<file path="config.mk">
export PLATFORM = sky130hd
export DESIGN_NAME = compare_timer_four_channel
export DESIGN_NICKNAME = d
export VERILOG_FILES = /design/src/rtl/ctf_pkg.sv /design/src/rtl/ctf_divider.sv /design/src/rtl/compare_timer_four_channel.sv
export SDC_FILE = /design/constraint.sdc
export NUM_CORES = 1
export LEC_CHECK = 0
export ABC_AREA = 1
export BUFFER_PORTS_ARGS = -buffer_cell sky130_fd_sc_hd__buf_4
export CAP_MARGIN = 20
export CORE_MARGIN = 2
export CORE_UTILIZATION = 38
export DETAILED_ROUTE_END_ITERATION = 7
export SLEW_MARGIN = 40
export SYNTH_ARGS = -nofsm -noshare
export SYNTH_HDL_FRONTEND = slang
export SYNTH_HIERARCHICAL = 1
export SYNTH_SLANG_ARGS = --single-unit
</file>
<file path="constraint.sdc">
create_clock -name clk -period 6.36 [get_ports clk]
set_input_delay 0.954 -clock clk [delete_from_list [all_inputs] [get_ports clk]]
set_output_delay 0.954 -clock clk [all_outputs]
set_load 0.01 [all_outputs]
</file>
<file path="src/rtl/ctf_pkg.sv">
// Shared types, constants and register codes for the four-channel compare timer.
`default_nettype none

package ctf_pkg;

  // Block sizing.
  localparam int CHANNELS   = 4;
  localparam int COUNT_BITS = 32;
  localparam int CH_W       = (CHANNELS > 1) ? $clog2(CHANNELS) : 1;

  // Field widths of the item ports.
  localparam int DATA_W   = 32;
  localparam int OP_W     = 3;
  localparam int SEL_W    = 4;
  localparam int STATUS_W = 2;
  localparam int FLAGS_W  = 4;
  localparam int VEC_W    = 10;

  // Divider sizing: divisor is prescaler times divide value.
  localparam int PRESCALE_W = 8;
  localparam int DIVIDE_W   = 6;
  localparam int DIVISOR_W  = PRESCALE_W + DIVIDE_W;
  localparam int STEP_W     = $clog2(DATA_W);

  // Register masks, reset values and the vector base.
  localparam logic [DATA_W-1:0] CTRL_WMASK = 32'h0000_ff03;
  localparam logic [DATA_W-1:0] DIV_WMASK  = 32'h803f_0000;
  localparam logic [DATA_W-1:0] DIV_RESET  = 32'h8000_0000;
  localparam logic [VEC_W-1:0]  VEC_BASE   = 10'd36;

  // Operation codes.
  typedef enum logic [OP_W-1:0] {
    OP_WRITE   = 3'd0,
    OP_ADVANCE = 3'd1,
    OP_DBG_ON  = 3'd2,
    OP_DBG_OFF = 3'd3,
    OP_POR     = 3'd4
  } op_t;

  // Register selects.
  localparam logic [SEL_W-1:0] REG_CTRL  = 4'd0;
  localparam logic [SEL_W-1:0] REG_COUNT = 4'd1;
  localparam logic [SEL_W-1:0] REG_EN0   = 4'd2;
  localparam logic [SEL_W-1:0] REG_EN3   = 4'd5;
  localparam logic [SEL_W-1:0] REG_FLAG0 = 4'd6;
  localparam logic [SEL_W-1:0] REG_FLAG3 = 4'd9;
  localparam logic [SEL_W-1:0] REG_CMP0  = 4'd10;
  localparam logic [SEL_W-1:0] REG_CMP3  = 4'd13;
  localparam logic [SEL_W-1:0] REG_ACK   = 4'd14;
  localparam logic [SEL_W-1:0] REG_DIV   = 4'd15;

  // Result status codes.
  localparam logic [STATUS_W-1:0] STAT_OK       = 2'd0;
  localparam logic [STATUS_W-1:0] STAT_UNKNOWN  = 2'd1;
  localparam logic [STATUS_W-1:0] STAT_ZERO_DIV = 2'd2;

  // Sequencer states.
  typedef enum logic [2:0] {
    ST_IDLE,
    ST_DIVIDE,
    ST_SCAN,
    ST_CHECK,
    ST_RESULT
  } state_t;

endpackage

`default_nettype wire

</file>
<file path="src/rtl/ctf_divider.sv">
// Restoring shift-subtract divider, one quotient bit per cycle.
`default_nettype none

module ctf_divider (
  input  wire logic                          clk,
  input  wire logic                          rst_n,
  input  wire logic                          start,
  input  wire logic [ctf_pkg::DATA_W-1:0]    dividend,
  input  wire logic [ctf_pkg::DIVISOR_W-1:0] divisor,
  output logic                               done,
  output logic [ctf_pkg::DATA_W-1:0]         quotient
);
  import ctf_pkg::*;

  logic                 busy_r, busy_nxt;
  logic                 done_r, done_nxt;
  logic [STEP_W-1:0]    step_r, step_nxt;
  logic [DATA_W-1:0]    quo_r, quo_nxt;
  logic [DIVISOR_W-1:0] rem_r, rem_nxt;
  logic [DIVISOR_W-1:0] div_r, div_nxt;
  logic [DIVISOR_W:0]   trial;
  logic [DIVISOR_W:0]   diff;
  logic                 fits;

  // One trial subtraction per cycle.
  always_comb begin
    trial = {rem_r, quo_r[DATA_W-1]};
    diff  = trial - {1'b0, div_r};
    fits  = (trial >= {1'b0, div_r});
  end

  // Step sequencing and datapath update.
  always_comb begin
    busy_nxt = busy_r;
    done_nxt = 1'b0;
    step_nxt = step_r;
    quo_nxt  = quo_r;
    rem_nxt  = rem_r;
    div_nxt  = div_r;
    if (start) begin
      busy_nxt = 1'b1;
      step_nxt = STEP_W'(DATA_W - 1);
      quo_nxt  = dividend;
      rem_nxt  = '0;
      div_nxt  = divisor;
    end else if (busy_r) begin
      quo_nxt = {quo_r[DATA_W-2:0], fits};
      rem_nxt = fits ? diff[DIVISOR_W-1:0] : trial[DIVISOR_W-1:0];
      step_nxt = step_r - 1'b1;
      if (step_r == '0) begin
        busy_nxt = 1'b0;
        done_nxt = 1'b1;
      end
    end
  end

  // Control registers reset; datapath registers do not.
  always_ff @(posedge clk) begin
    if (!rst_n) begin
      busy_r <= 1'b0;
      done_r <= 1'b0;
    end else begin
      busy_r <= busy_nxt;
      done_r <= done_nxt;
    end
    step_r <= step_nxt;
    quo_r  <= quo_nxt;
    rem_r  <= rem_nxt;
    div_r  <= div_nxt;
  end

  assign done     = done_r;
  assign quotient = quo_r;

endmodule

`default_nettype wire

</file>
<file path="src/rtl/compare_timer_four_channel.sv">
// Compare timer: one item at a time under a small sequencer, result in an output register.
// Path from accept to out_valid: a write, mode change or non-counting advance goes straight to RESULT;
// an enable write that turns a channel on passes CHECK first; an advance whose quotient is zero passes
// DIVIDE, and a counting advance passes DIVIDE, then SCAN, where one shared compare unit checks one channel per cycle.
// The next item is accepted in the cycle after its result loads; a stalled result waits there.
// Synchronous active-low reset clears all timer state (divider word to its enable value).
`default_nettype none

module compare_timer_four_channel (
  input  wire logic                         clk,
  input  wire logic                         rst_n,
  input  wire logic                         in_valid,
  output logic                              in_stall,
  input  wire logic [ctf_pkg::OP_W-1:0]     in_op,
  input  wire logic [ctf_pkg::SEL_W-1:0]    in_reg_select,
  input  wire logic [ctf_pkg::DATA_W-1:0]   in_data,
  output logic                              out_valid,
  input  wire logic                         out_stall,
  output logic [ctf_pkg::STATUS_W-1:0]      out_status,
  output logic [ctf_pkg::DATA_W-1:0]        out_counter_value,
  output logic [ctf_pkg::FLAGS_W-1:0]       out_channel_flags,
  output logic [ctf_pkg::VEC_W-1:0]         out_irq_vector
);
  import ctf_pkg::*;

  // Sequencer and timer state.
  state_t                 state_r, state_nxt;
  logic [15:0]            ctrl_r, ctrl_nxt;
  logic [COUNT_BITS-1:0]  cnt_r, cnt_nxt;
  logic [COUNT_BITS-1:0]  old_r, old_nxt;
  logic [CHANNELS-1:0]    en_r, en_nxt;
  logic [CHANNELS-1:0]    flag_r, flag_nxt;
  logic [COUNT_BITS-1:0]  cmp_r [CHANNELS];
  logic                   cmp_we;
  logic [CH_W-1:0]        cmp_wsel;
  logic [COUNT_BITS-1:0]  cmp_wdata;
  logic [VEC_W-1:0]       ack_r, ack_nxt;
  logic [DATA_W-1:0]      divw_r, divw_nxt;
  logic                   dbg_r, dbg_nxt;
  logic [STATUS_W-1:0]    stat_r, stat_nxt;
  logic [CH_W-1:0]        ch_r, ch_nxt;

  // Result register.
  logic                   ovalid_r, ovalid_nxt;
  logic [STATUS_W-1:0]    ostat_r, ostat_nxt;
  logic [DATA_W-1:0]      ocnt_r, ocnt_nxt;
  logic [FLAGS_W-1:0]     oflags_r, oflags_nxt;
  logic [VEC_W-1:0]       ovec_r, ovec_nxt;

  // Decode of the incoming item.
  logic                   accept;
  logic [SEL_W-1:0]       ch_off;
  logic                   ch_ok;
  logic [CH_W-1:0]        ch_idx;
  logic [DIVISOR_W-1:0]   divisor;
  logic                   frozen;
  logic                   stopped;
  logic                   en_fire_chk;

  // Shared compare unit and divider interface.
  logic [COUNT_BITS-1:0]  cmp_sel;
  logic                   in_window;
  logic                   hit;
  logic                   last_ch;
  logic                   result_load;
  logic                   div_start;
  logic                   div_done;
  logic [DATA_W-1:0]      div_quot;
  logic [COUNT_BITS-1:0]  new_cnt;

  assign accept      = in_valid && !in_stall;
  assign in_stall    = (state_r != ST_IDLE);
  assign result_load = (state_r == ST_RESULT) && (!ovalid_r || !out_stall);

  // Register and channel decode.
  always_comb begin
    if ((in_reg_select >= REG_EN0) && (in_reg_select <= REG_EN3)) begin
      ch_off = in_reg_select - REG_EN0;
    end else if ((in_reg_select >= REG_FLAG0) && (in_reg_select <= REG_FLAG3)) begin
      ch_off = in_reg_select - REG_FLAG0;
    end else if ((in_reg_select >= REG_CMP0) && (in_reg_select <= REG_CMP3)) begin
      ch_off = in_reg_select - REG_CMP0;
    end else begin
      ch_off = '0;
    end
    ch_ok   = (32'(ch_off) < CHANNELS);
    ch_idx  = ch_off[CH_W-1:0];
    divisor = DIVISOR_W'(ctrl_r[15:8]) * DIVISOR_W'(divw_r[21:16]);
    frozen  = dbg_r && ctrl_r[1];
    stopped = !divw_r[31] || !ctrl_r[0];
    en_fire_chk = (in_reg_select >= REG_EN0) && (in_reg_select <= REG_EN3) && ch_ok
                  && !en_r[ch_idx] && in_data[0];
  end

  // Shared compare unit: equality for an enable write, wrap-around window for an advance.
  always_comb begin
    cmp_sel = cmp_r[ch_r];
    if (cnt_r > old_r) begin
      in_window = (cmp_sel > old_r) && (cmp_sel < cnt_r);
    end else begin
      in_window = (cmp_sel > old_r) || (cmp_sel < cnt_r);
    end
    if (state_r == ST_CHECK) begin
      hit = (cmp_sel == cnt_r);
    end else begin
      hit = en_r[ch_r] && in_window;
    end
    last_ch = (ch_r == CH_W'(CHANNELS - 1));
    new_cnt = cnt_r + COUNT_BITS'(div_quot);
  end

  // Next state.
  always_comb begin
    state_nxt = state_r;
    case (state_r)
      ST_IDLE: begin
        if (accept) begin
          state_nxt = ST_RESULT;
          if ((op_t'(in_op) == OP_WRITE) && en_fire_chk) begin
            state_nxt = ST_CHECK;
          end else if ((op_t'(in_op) == OP_ADVANCE) && !frozen && !stopped
                       && (divisor != '0)) begin
            state_nxt = ST_DIVIDE;
          end
        end
      end
      ST_DIVIDE: begin
        if (div_done) begin
          state_nxt = (new_cnt == cnt_r) ? ST_RESULT : ST_SCAN;
        end
      end
      ST_SCAN: begin
        if (last_ch) begin
          state_nxt = ST_RESULT;
        end
      end
      ST_CHECK:  state_nxt = ST_RESULT;
      ST_RESULT: begin
        if (result_load) begin
          state_nxt = ST_IDLE;
        end
      end
      default:   state_nxt = ST_IDLE;
    endcase
  end

  // Datapath and output register updates.
  always_comb begin
    ctrl_nxt   = ctrl_r;
    cnt_nxt    = cnt_r;
    old_nxt    = old_r;
    en_nxt     = en_r;
    flag_nxt   = flag_r;
    ack_nxt    = ack_r;
    divw_nxt   = divw_r;
    dbg_nxt    = dbg_r;
    stat_nxt   = stat_r;
    ch_nxt     = ch_r;
    cmp_we     = 1'b0;
    cmp_wsel   = ch_idx;
    cmp_wdata  = COUNT_BITS'(in_data);
    div_start  = 1'b0;
    ovalid_nxt = ovalid_r && out_stall;
    ostat_nxt  = ostat_r;
    ocnt_nxt   = ocnt_r;
    oflags_nxt = oflags_r;
    ovec_nxt   = ovec_r;
    case (state_r)
      ST_IDLE: begin
        if (accept) begin
          stat_nxt = STAT_OK;
          case (op_t'(in_op))
            OP_WRITE: begin
              if (in_reg_select == REG_CTRL) begin
                ctrl_nxt = 16'(in_data & CTRL_WMASK);
              end else if (in_reg_select == REG_DIV) begin
                divw_nxt = in_data & DIV_WMASK;
              end else if ((in_reg_select == REG_COUNT) || (in_reg_select == REG_ACK)) begin
                stat_nxt = STAT_OK;
              end else if (!ch_ok) begin
                stat_nxt = STAT_UNKNOWN;
              end else if (in_reg_select <= REG_EN3) begin
                en_nxt[ch_idx] = in_data[0];
                ch_nxt         = ch_idx;
              end else if (in_reg_select <= REG_FLAG3) begin
                if (in_data[0] && flag_r[ch_idx]) begin
                  flag_nxt[ch_idx] = 1'b0;
                  ack_nxt          = '0;
                end
              end else begin
                cmp_we = 1'b1;
              end
            end
            OP_ADVANCE: begin
              if (!frozen && !stopped) begin
                if (divisor == '0) begin
                  stat_nxt = STAT_ZERO_DIV;
                end else begin
                  div_start = 1'b1;
                end
              end
            end
            OP_DBG_ON:  dbg_nxt = 1'b1;
            OP_DBG_OFF: dbg_nxt = 1'b0;
            OP_POR: begin
              ctrl_nxt = '0;
              cnt_nxt  = '0;
              en_nxt   = '0;
              flag_nxt = '0;
              ack_nxt  = '0;
              divw_nxt = DIV_RESET;
              dbg_nxt  = 1'b0;
            end
            default:    stat_nxt = STAT_UNKNOWN;
          endcase
        end
      end
      ST_DIVIDE: begin
        if (div_done && (new_cnt != cnt_r)) begin
          old_nxt = cnt_r;
          cnt_nxt = new_cnt;
          ch_nxt  = '0;
        end
      end
      ST_SCAN, ST_CHECK: begin
        if (hit) begin
          flag_nxt[ch_r] = 1'b1;
          ack_nxt        = VEC_BASE + VEC_W'(ch_r);
        end
        if (state_r == ST_SCAN) begin
          ch_nxt = ch_r + 1'b1;
        end
      end
      ST_RESULT: begin
        if (result_load) begin
          ovalid_nxt = 1'b1;
          ostat_nxt  = stat_r;
          ocnt_nxt   = DATA_W'(cnt_r);
          ovec_nxt   = ack_r;
          for (int i = 0; i < FLAGS_W; i++) begin
            oflags_nxt[i] = (i < CHANNELS) ? flag_r[i] : 1'b0;
          end
        end
      end
      default: begin
        ovalid_nxt = ovalid_r && out_stall;
      end
    endcase
  end

  // Timer state registers.
  always_ff @(posedge clk) begin
    if (!rst_n) begin
      state_r  <= ST_IDLE;
      ctrl_r   <= '0;
      cnt_r    <= '0;
      en_r     <= '0;
      flag_r   <= '0;
      ack_r    <= '0;
      divw_r   <= DIV_RESET;
      dbg_r    <= 1'b0;
      ovalid_r <= 1'b0;
    end else begin
      state_r  <= state_nxt;
      ctrl_r   <= ctrl_nxt;
      cnt_r    <= cnt_nxt;
      en_r     <= en_nxt;
      flag_r   <= flag_nxt;
      ack_r    <= ack_nxt;
      divw_r   <= divw_nxt;
      dbg_r    <= dbg_nxt;
      ovalid_r <= ovalid_nxt;
    end
    old_r    <= old_nxt;
    stat_r   <= stat_nxt;
    ch_r     <= ch_nxt;
    ostat_r  <= ostat_nxt;
    ocnt_r   <= ocnt_nxt;
    oflags_r <= oflags_nxt;
    ovec_r   <= ovec_nxt;
  end

  // Compare values; a power-on reset item or the reset pin clears them.
  always_ff @(posedge clk) begin
    for (int i = 0; i < CHANNELS; i++) begin
      if (!rst_n || (accept && (op_t'(in_op) == OP_POR))) begin
        cmp_r[i] <= '0;
      end else if (cmp_we && (cmp_wsel == CH_W'(i))) begin
        cmp_r[i] <= cmp_wdata;
      end
    end
  end

  // Elapsed cycles divided by the combined divisor.
  ctf_divider u_divider (
    .clk      (clk),
    .rst_n    (rst_n),
    .start    (div_start),
    .dividend (in_data),
    .divisor  (divisor),
    .done     (div_done),
    .quotient (div_quot)
  );

  assign out_valid         = ovalid_r;
  assign out_status        = ostat_r;
  assign out_counter_value = ocnt_r;
  assign out_channel_flags = oflags_r;
  assign out_irq_vector    = ovec_r;

endmodule

`default_nettype wire
</file>
-- Word level (Yosys, flattened, before mapping)
Memories as Yosys holds them, arrays and structs flattened. A register that Yosys moved wholly into a read port is not among the register bits.
Cells that the tools add are included.
- flip-flop bits (word level): 254
- bits in writable memories: 128
- bits of input ports: 43
- output and inout bits: 50
- logic and storage cells: 293
- memories: 1
- memories (memory ; words ; bits a word ; rd ports ; clocked after memory_dff ; write ports ; line ; source):
    cmp_r ; 4 ; 32 ; 1 ; 1 ; 4 ; compare_timer_four_channel.sv:33 ; logic [COUNT_BITS-1:0] cmp_r [CHANNELS];
- $add $sub $neg: 8
- multiply operators: 1
- order comparisons: 15
- eq/ne operators: 47
- mux-type cells: 121
- bitwise operators: 9
- reduce and logical (&&, ||, !) cells: 69
- operator list (operator ; count):
    $mux 32 ; 11
    $pmux 32 s2 ; 2
    $mux 10 ; 9
    $mux 4 ; 17
    $eq 32x32->1 ; 2
    $gt 32x32->1 ; 2
    $mux 1 ; 45
    $pmux 10 s2 ; 2
    $ne 2x2->1 const B ; 18
    $add 32x32->32 ; 1
    $lt 32x32->1 ; 1
    $ne 32x32->1 ; 1
    $pmux 16 s2 ; 1
    $logic_and 1x1->1 ; 26
    $mux 2 ; 12
    $ne 3x3->1 const B ; 8
    $pmux 4 s2 ; 3
    $mux 3 ; 7
    $mux 16 ; 1
    $ge 15x14->1 ; 1
    $pmux 3 s5 ; 1
    $logic_not 14->1 ; 1
    $mul 8x6->14 ; 1
    $mux 14 ; 1
    other kinds (51) ; 96

-- Depth between registers and ports, before layout
Gate-level depths: netlist of the first run.
- depth after elaboration: 21
- depth in mapped cells: 25
- gate-level depth less buffers: 24

-- By module
The synthesis of the first run kept the hierarchy.
- modules (own cells, without submodules) (module ; instances ; cells an instance ; area an instance (µm²) ; sequential area each (µm²)):
    compare_timer_four_channel ; 1 ; 2373 ; 18288.8 ; 7497.2
    ctf_divider ; 1 ; 458 ; 3688.5 ; 1801.7

-- Worst setup path before layout of the first run
No wires, ideal clock.
- path type: flip-flop to flip-flop
- start point: reg divw_r[21]
- end point: reg u_divider.quo_r[0], in the netlist u_divider/quotient[0], enable pin
- library setup time: 387 ps
- arrival time: 5254 ps
- required time: 5973 ps
- setup slack: 718 ps
- cell stages (with the launch flop): 19
- path buffers: 1
- clock period less this slack: 5642 ps
- cell sequence: dfxtp_1 > clkbuf_1 > nand2_1 > fa_1 > fa_1 > fa_1 > inv_1 > ha_1 > a21o_1 > or2_2 > nand2_1 > nand4_1 > xor2_1 > nor2_1 > nand3_1 > nand2_1 > nor2_1 > nor2_1 > inv_1
- longest elaborated chain between the ends: 8
- ends and longest elaborated chain (item ; line ; source):
    from (decl) ; compare_timer_four_channel.sv:38 ; logic [DATA_W-1:0] divw_r, divw_nxt;
    from (signal assigned) ; compare_timer_four_channel.sv:270 ; divw_r <= divw_nxt;
    $mul 8x6->14 ; compare_timer_four_channel.sv:88 ; divisor = DIVISOR_W'(ctrl_r[15:8]) * DIVISOR_W'(divw_r[21:16]);
    named net divisor[12] ; compare_timer_four_channel.sv:55 ; logic [DIVISOR_W-1:0] divisor;
    $logic_not 14->1 ; compare_timer_four_channel.sv:196 ; if (divisor == '0) begin
    $mux 1 ; compare_timer_four_channel.sv:196 ;
    $mux 1 ; compare_timer_four_channel.sv:195 ; if (!frozen && !stopped) begin
    $mux 1 ; compare_timer_four_channel.sv:172 ; case (op_t'(in_op))
    $mux 1 ; compare_timer_four_channel.sv:170 ; if (accept) begin
    $mux 1 ; compare_timer_four_channel.sv:168 ; case (state_r)
    named net div_start ; compare_timer_four_channel.sv:66 ; logic div_start;
    $reduce_bool 2->1 (no line) ; n/a ;
    to (signal assigned) ; ctf_divider.sv:67 ; quo_r <= quo_nxt;
    to (decl) ; ctf_divider.sv:18 ; logic [DATA_W-1:0] quo_r, quo_nxt;
The timed path passes the listed nets, and every way through them passes these cells.
A chain may end at the register's enable or synchronous reset.

-- Final worst setup path of the first run
- start point: reg divw_r[19]
- end point: reg u_divider.quo_r[30], in the netlist u_divider/quotient[30], enable pin
Same word-level chain as after synthesis.

==> reports/metrics.cfg, run 1 <==
[status]
outcome=finished clean

[yosys]
yosys.cell_count.top_type=nand2_1
yosys_warnings=6
synth-edff-count=251
syn_area_um2=21980
synthCells=2831
yosysSeqAreaShare_pct=42.31
avgSynthCellArea_um2=7.763
ys_types=54
synth_area_leader_cell=edfxtp_1
synth-seq-cells=339
synth_ff_type=edfxtp_1
synthArstFlopShare_pct=0
synth_top_area_share_pct=34.30
synthTopCellsByArea=edfxtp_1 (34%), nand2_1 (14%), ha_1 (9.8%), dfxtp_1 (8.0%), inv_1 (7.2%)
synthTopCellsByCount=nand2_1 (808), inv_1 (423), nor2_1 (355)

[timing]
final_max_slew_viol_count=0
worstMarginPinSlew_ns=0.7600
setup_slack_ns=1.142
min_period_ns=5.218
whs_ns=0.4370
finalCritPeriodShare_pct=82.05
slew_headroom_pct=49.14
setup_viol=0
clock_skew_ns=0.03915
finalHoldViolations=0
rsz0062_at_grt=false
fmax_ghz=0.1916
final.setup.tns_ns=0

[floorplanning]
io_pins=93
dieArea_um2=59780
rows=88
die_h_um=244.5
start_util_pct=38.24
die_w_um=244.5
core-area_um2=57480

[pwr]
power_density_nw_per_um2=215.5
clockPowerShare_pct=43.7
irDropWorstVdd_mv=0.1628
p_leak_nw=11.95
seq_power_share_pct=46.3
p_switching_mw=1.389
p_comb_share_pct=9.9
p_int_mw=3.977
swShare_pct=25.89

[clock_tree]
hold_buffers=0
path_clk_slew_ns=0.06
cts_resized=0
clk_latency_ns=0.60
cts_sinks=339
h-tree-depth=2
root_buffer=clkbuf_16
cts_tree=yes
cts_made_buffers=40
post-cts-setup-buffer-count=0
clk_path_buf_depth=3

[drt]
drt_iter0_markers=1338
via_per_inst=5.109
dr.pass1.iters=6
drt-total-wl_um=66640
routed.top_layer=met4
route.detailed.drc=0
met1_length_um=30480
wl_met2_um=30850
vias=18940
wl_per_cell_um=17.98
antenna_left=0
wl_met3_um=3448

[grt]
grtUsageTotal_pct=22.26
antenna_found_initial=0
overflow=0
grt_max_degree=65
grt_pass1_wl_um=103100
grt_pass1_vias=18170

[worst_setup_path]
slowest_delay_ns=0.54
worstPathRequired_ns=6.58
cp-start-kind=flop
cp-end-kind=flop
crit_path_max_fanout=33
path_cells=nand2_1 -> inv_1 -> fa_1 -> fa_1 -> inv_1 -> fa_1 -> inv_1 -> ha_1 -> a21oi_1 -> nand2_1 -> nand2_1 -> o211ai_1 -> nand2_1 -> nand2_1 -> xor2_1 -> nor2_1 -> nand3_1 -> nand2_1 -> nor2_4 -> nor2_1 -> inv_1 -> buf_4
arrival_ns=5.43
crit_top_cell=nand2_1
crit_type=reg2reg
cp_slowest_cell=dfxtp_1

[layout]
num-fill-cells=5834
nets=3153
syn_to_final_growth_pct=13.32
fin_cells=3707
diodes=0
drive_above_1_share_pct=8.090

[place]
portBuffers=86
routabilityCongestion=0.9345
dp_slack_ns=1.193
dp_cells=3633
dp_hpwl_um=50060

[flow_run]
maxCapViolCount=0

[min_path]
worstHoldPathType=reg2reg

[worst paths after layout]
path	start	endpoint	slack, ns	cells past startpoint
worst min register to register	ack_r[1]$_SDFFE_PN0P_	out_irq_vector[1]$_DFFE_PP_	0.44	0
worst max register to register	divw_r[19]$_SDFFE_PN0P_	u_divider/quotient[30]$_DFFE_PP_	1.14	22
worst min-delay path	ack_r[1]$_SDFFE_PN0P_	out_irq_vector[1]$_DFFE_PP_	0.44	0
worst max-delay path	divw_r[19]$_SDFFE_PN0P_	u_divider/quotient[30]$_DFFE_PP_	1.14	22
[area by class of cell]
type	instances	area, um^2	share of cell area [%]
Clock buffer	51	1062	4.265
Clock inverter	22	274.0	1.100
Inverter	430	1617	6.491
Multi-Input combinational cell	1989	10840	43.53
Sequential cell	339	9300	37.34
Tap cell	765	957.2	3.843
Timing Repair Buffer	111	853.3	3.426
[worst max-delay path, delay by kind of cell, from the launching register on]
| kind | cells | cell delay [ns] |
|---|---|---|
| buffers and inverters | 5 | 0.62 |
| AOI/OAI and AO/OA | 2 | 0.34 |
| DFF | 1 | 0.54 |
| and+or+nand+nor | 10 | 1.28 |
| adders and majority gates | 4 | 1.87 |
| xor gates and xnor gates | 1 | 0.19 |
[per-layer routing]
metal | vias to the layer above | global-route usage, %
met5 | - | 0
met4 | 0 | 6.582
met3 | 100 | 2.733
met2 | 506 | 37.12
met1 | 9005 | 30.28
li1 | 9327 | -
[logic make-up after synthesis]
logic type               count (synthesis)  share of synthesized area [%]
AND/OR/NAND/NOR                       1456                          27.61
buffers and inverters                  508                          9.001
XOR/XNOR                                33                          1.503
other                                    1                        0.01706
flip-flops                             339                          42.31
AO/OA/AOI/OAI                          295                          7.310
adder cells (fa/ha/maj)                199                          12.25
[layout by cell type (no fill, tap or decap), types with 87 or more instances in the layout]
master,n
o21ai_0,100
nand3_1,159
nor2_1,353
buf_4,109
nand2_1,808
edfxtp_1,251
dfxtp_1,87
ha_1,172
inv_1,422
a21oi_1,122
[power by group through the flow]
stage / Sequential (mW) / Clock (mW) / Combinational [mW]
2_1_floorplan: 2.53 / 0 / 0.325
3_3_place_gp: 2.53 / 0 / 0.517
3_5_place_dp: 2.53 / 0 / 0.527
4_1_cts: 2.49 / 2.40 / 0.529
5_1_grt: 2.49 / 2.48 / 0.595
6_report: 2.49 / 2.35 / 0.532
[registers in the layout, summed over array words and instances (netlist names), 7 cells and up, named ones only]
signal / count
cnt_r: 32
u_divider/quotient: 32
old_r: 32
out_counter_value: 32
u_divider/div_r: 14
ctrl_r: 10
cmp_r: 128
u_divider/rem_r: 14
divw_r: 7
[per-stage QoR]
| step | utilization [%] | area (um^2) | total power, mW |
|---|---|---|---|
| 2_1_floorplan | - | 22000 | 2.853 |
| 3_3_place_gp | 40.90 | 23510 | 3.049 |
| 3_5_place_dp | 40.95 | 23540 | 3.060 |
| 4_1_cts | 43.28 | 24880 | 5.414 |
| 5_1_grt | 43.33 | 24900 | 5.569 |
| 6_report | 43.33 | 24900 | 5.366 |
Power figures use the tool's default switching activity.
==> run 2, diff against run 1 <==
==> constraint.sdc (replaced) <==
create_clock -name clk -period 5 [get_ports clk]
set_input_delay 0.75 -clock clk [delete_from_list [all_inputs] [get_ports clk]]
set_output_delay 0.75 -clock clk [all_outputs]
set_load 0.01 [all_outputs]
==> run 2 against run 1 <==
Critical path depth down 1. Fmax up 11%. Flip-flop and latch count unchanged. Largest power group unchanged. Final cell count up 0.84%. Cell area up 0.95%. Critical endpoint is now u_divider/quotient[7]$_DFFE_PP_. Worst setup slack worse by 0.83 ns. Largest cell class unchanged. Combinational power up 28%. Worst hold slack better by 0.0073 ns. Utilization up 0.41 points. Sequential power up 27%. First-iteration DRC count up 4.5%. Clock power up 31%.
==> reports/metrics.cfg, run 2 (synthesized netlist as in run 1, its figures left out) <==
[worst_setup_path]
r2r_setup_slack_ns=0.31
worstPathRequired_ns=5.32
cp_slowest_cell=fa_1
path_cells=buf_4 -> nand2_1 -> fa_1 -> fa_1 -> fa_1 -> inv_1 -> ha_1 -> nand2_1 -> a21oi_1 -> or2_2 -> a21oi_1 -> xor2_1 -> nand2_1 -> nor2_1 -> nand3_1 -> nand2_2 -> nor2_4 -> buf_12 -> nor2_2 -> clkinvlp_4 -> buf_12
crit_path_max_fanout=33
cp-end-kind=flop
r2r_end=u_divider/quotient[7]$_DFFE_PP_
rr_worst_depth=21
crit_type=reg2reg
slowest_delay_ns=0.54
timing.rr.start=ctrl_r[10]$_SDFFE_PN0P_
cp-start-kind=flop
arrival_ns=5.00

[pwr]
clockPowerShare_pct=44.4
power_density_nw_per_um2=274.8
swShare_pct=25.85
p_total_mw=6.909
p_leak_nw=12.12
p_switching_mw=1.786
p_comb_share_pct=9.8
p_int_mw=5.123
seq_power_share_pct=45.8
irDropWorstVdd_mv=0.2446

[floorplanning]
core-area_um2=57480
dieArea_um2=59780
die_h_um=244.5
die_w_um=244.5
start_util_pct=38.24
io_pins=93
rows=88

[grt]
grt_pass1_vias=18530
overflow=0
grt_pass1_wl_um=102800
grtUsageTotal_pct=22.13
grt_max_degree=64
antenna_found_initial=0

[place]
dp_slack_ns=0.05628
routabilityCongestion=0.9229
dp_cells=3655
portBuffers=86
dp_hpwl_um=49440

[layout]
layout_common_cells=nand2_1 (807), inv_1 (422), nor2_1 (352)
diodes=0
num-fill-cells=5761
syn_to_final_growth_pct=14.40
final_common_cell=nand2_1
largest_reg_flops=128
drive_above_1_share_pct=9.149
fin_cells=3738
largest-register=cmp_r
nets=3181

[timing]
worstMarginPinSlew_ns=0.8343
finalCritPeriodShare_pct=93.71
final_max_slew_viol_count=0
slew_headroom_pct=44.38
min_period_ns=4.685
clock_skew_ns=0.04040
final.setup.tns_ns=0
fmax_ghz=0.2134
finalHoldViolations=0
rsz0062_at_grt=false
setup_viol=0
setup_slack_ns=0.3147

[drt]
via_per_inst=5.094
dr.pass1.iters=7
drt_iter0_markers=1398
drt-total-wl_um=65690
antenna_left=0
wl_per_cell_um=17.57
vias=19040
route.detailed.drc=0

[min_path]
min_to=out_irq_vector[1]$_DFFE_PP_
hp-start=ack_r[1]$_SDFFE_PN0P_
worstHoldPathCells=0
worstHoldPathType=reg2reg

[flow_run]
maxCapViolCount=0

[clock_tree]
clk_path_buf_depth=3
path_clk_slew_ns=0.06
cts_tree=yes
clk_latency_ns=0.60
h-tree-depth=2
root_buffer=clkbuf_16
hold_buffers=0
cts_sinks=339
cts_made_buffers=42

[status]
outcome=finished clean

==> run 2: per-layer routing <==
metal  global-route usage [%]  up-vias  part of all wire (%)
met2                    35.91      561                    45
met3                    3.479       97                   6.8
met5                        0        -                     0
li1                         -     9398                     -
met4                    6.456        0                   2.6
met1                    30.45     8987                    46
==> run 2: final cells by class <==
type / count / area [um^2] / share of cell area (%)
multi-input combinational: 1990 / 10820 / 43.03
sequential: 339 / 9309 / 37.03
inverter: 430 / 1618 / 6.435
clock buffer: 57 / 1159 / 4.608
timing repair buffer: 136 / 1062 / 4.225
tap: 765 / 957.2 / 3.807
clock inverter: 21 / 217.7 / 0.8659
==> run 2: repair_timing <==
| item | CTS | global route |
|---|---|---|
| setup endpoints to repair | 0 | 82 |
| setup buffers | 0 | 4 |
| gates resized for setup | 0 | 9 |
==> run 2: stage by stage <==
step / util, % / instance area (um^2) / hold WS (ns)
final: 43.74 / 25140 / 0.4443
after global routing: 43.74 / 25140 / 0.4440
after CTS: 43.63 / 25080 / 0.4304
after detailed placement: 41.24 / 23700 / 0.4045
after global placement: 41.22 / 23690 / 0.4239
after floorplan: - / 22010 / 0.4003
==> run 2: critical path, delay by kind of cell, from the launching register on <==
family,cells,cell delay (ns)
adders and majority gates,4,1.88
and+or+nand+nor,9,1.07
buffers and inverters,5,0.63
DFF,1,0.36
AOI/OAI and AO/OA,2,0.22
xor gates and xnor gates,1,0.21
==> run 2: worst max-delay path by stage <==
stage,start,to,slack [ns],cells past startpoint
4_1_cts,divw_r[21]$_SDFFE_PN0P_,u_divider/quotient[11]$_DFFE_PP_,0.02,19
3_3_place_gp,divw_r[21]$_SDFFE_PN0P_,u_divider/quotient[10]$_DFFE_PP_,0.13,19
5_1_grt,ctrl_r[10]$_SDFFE_PN0P_,u_divider/busy_r$_SDFF_PN0_,0.001,23
3_5_place_dp,divw_r[21]$_SDFFE_PN0P_,u_divider/quotient[3]$_DFFE_PP_,0.06,19
2_1_floorplan,divw_r[21]$_SDFFE_PN0P_,u_divider/quotient[0]$_DFFE_PP_,0.03,18
6_report,ctrl_r[10]$_SDFFE_PN0P_,u_divider/quotient[7]$_DFFE_PP_,0.31,21
==> run 2: power by group through the flow <==
stage	Combinational [mW]	Clock [mW]	Sequential (mW)
detailed placement	0.676	0	3.22
global route	0.760	3.24	3.17
floorplan	0.414	0	3.22
global placement	0.666	0	3.22
finish	0.679	3.07	3.16
CTS	0.679	3.13	3.16
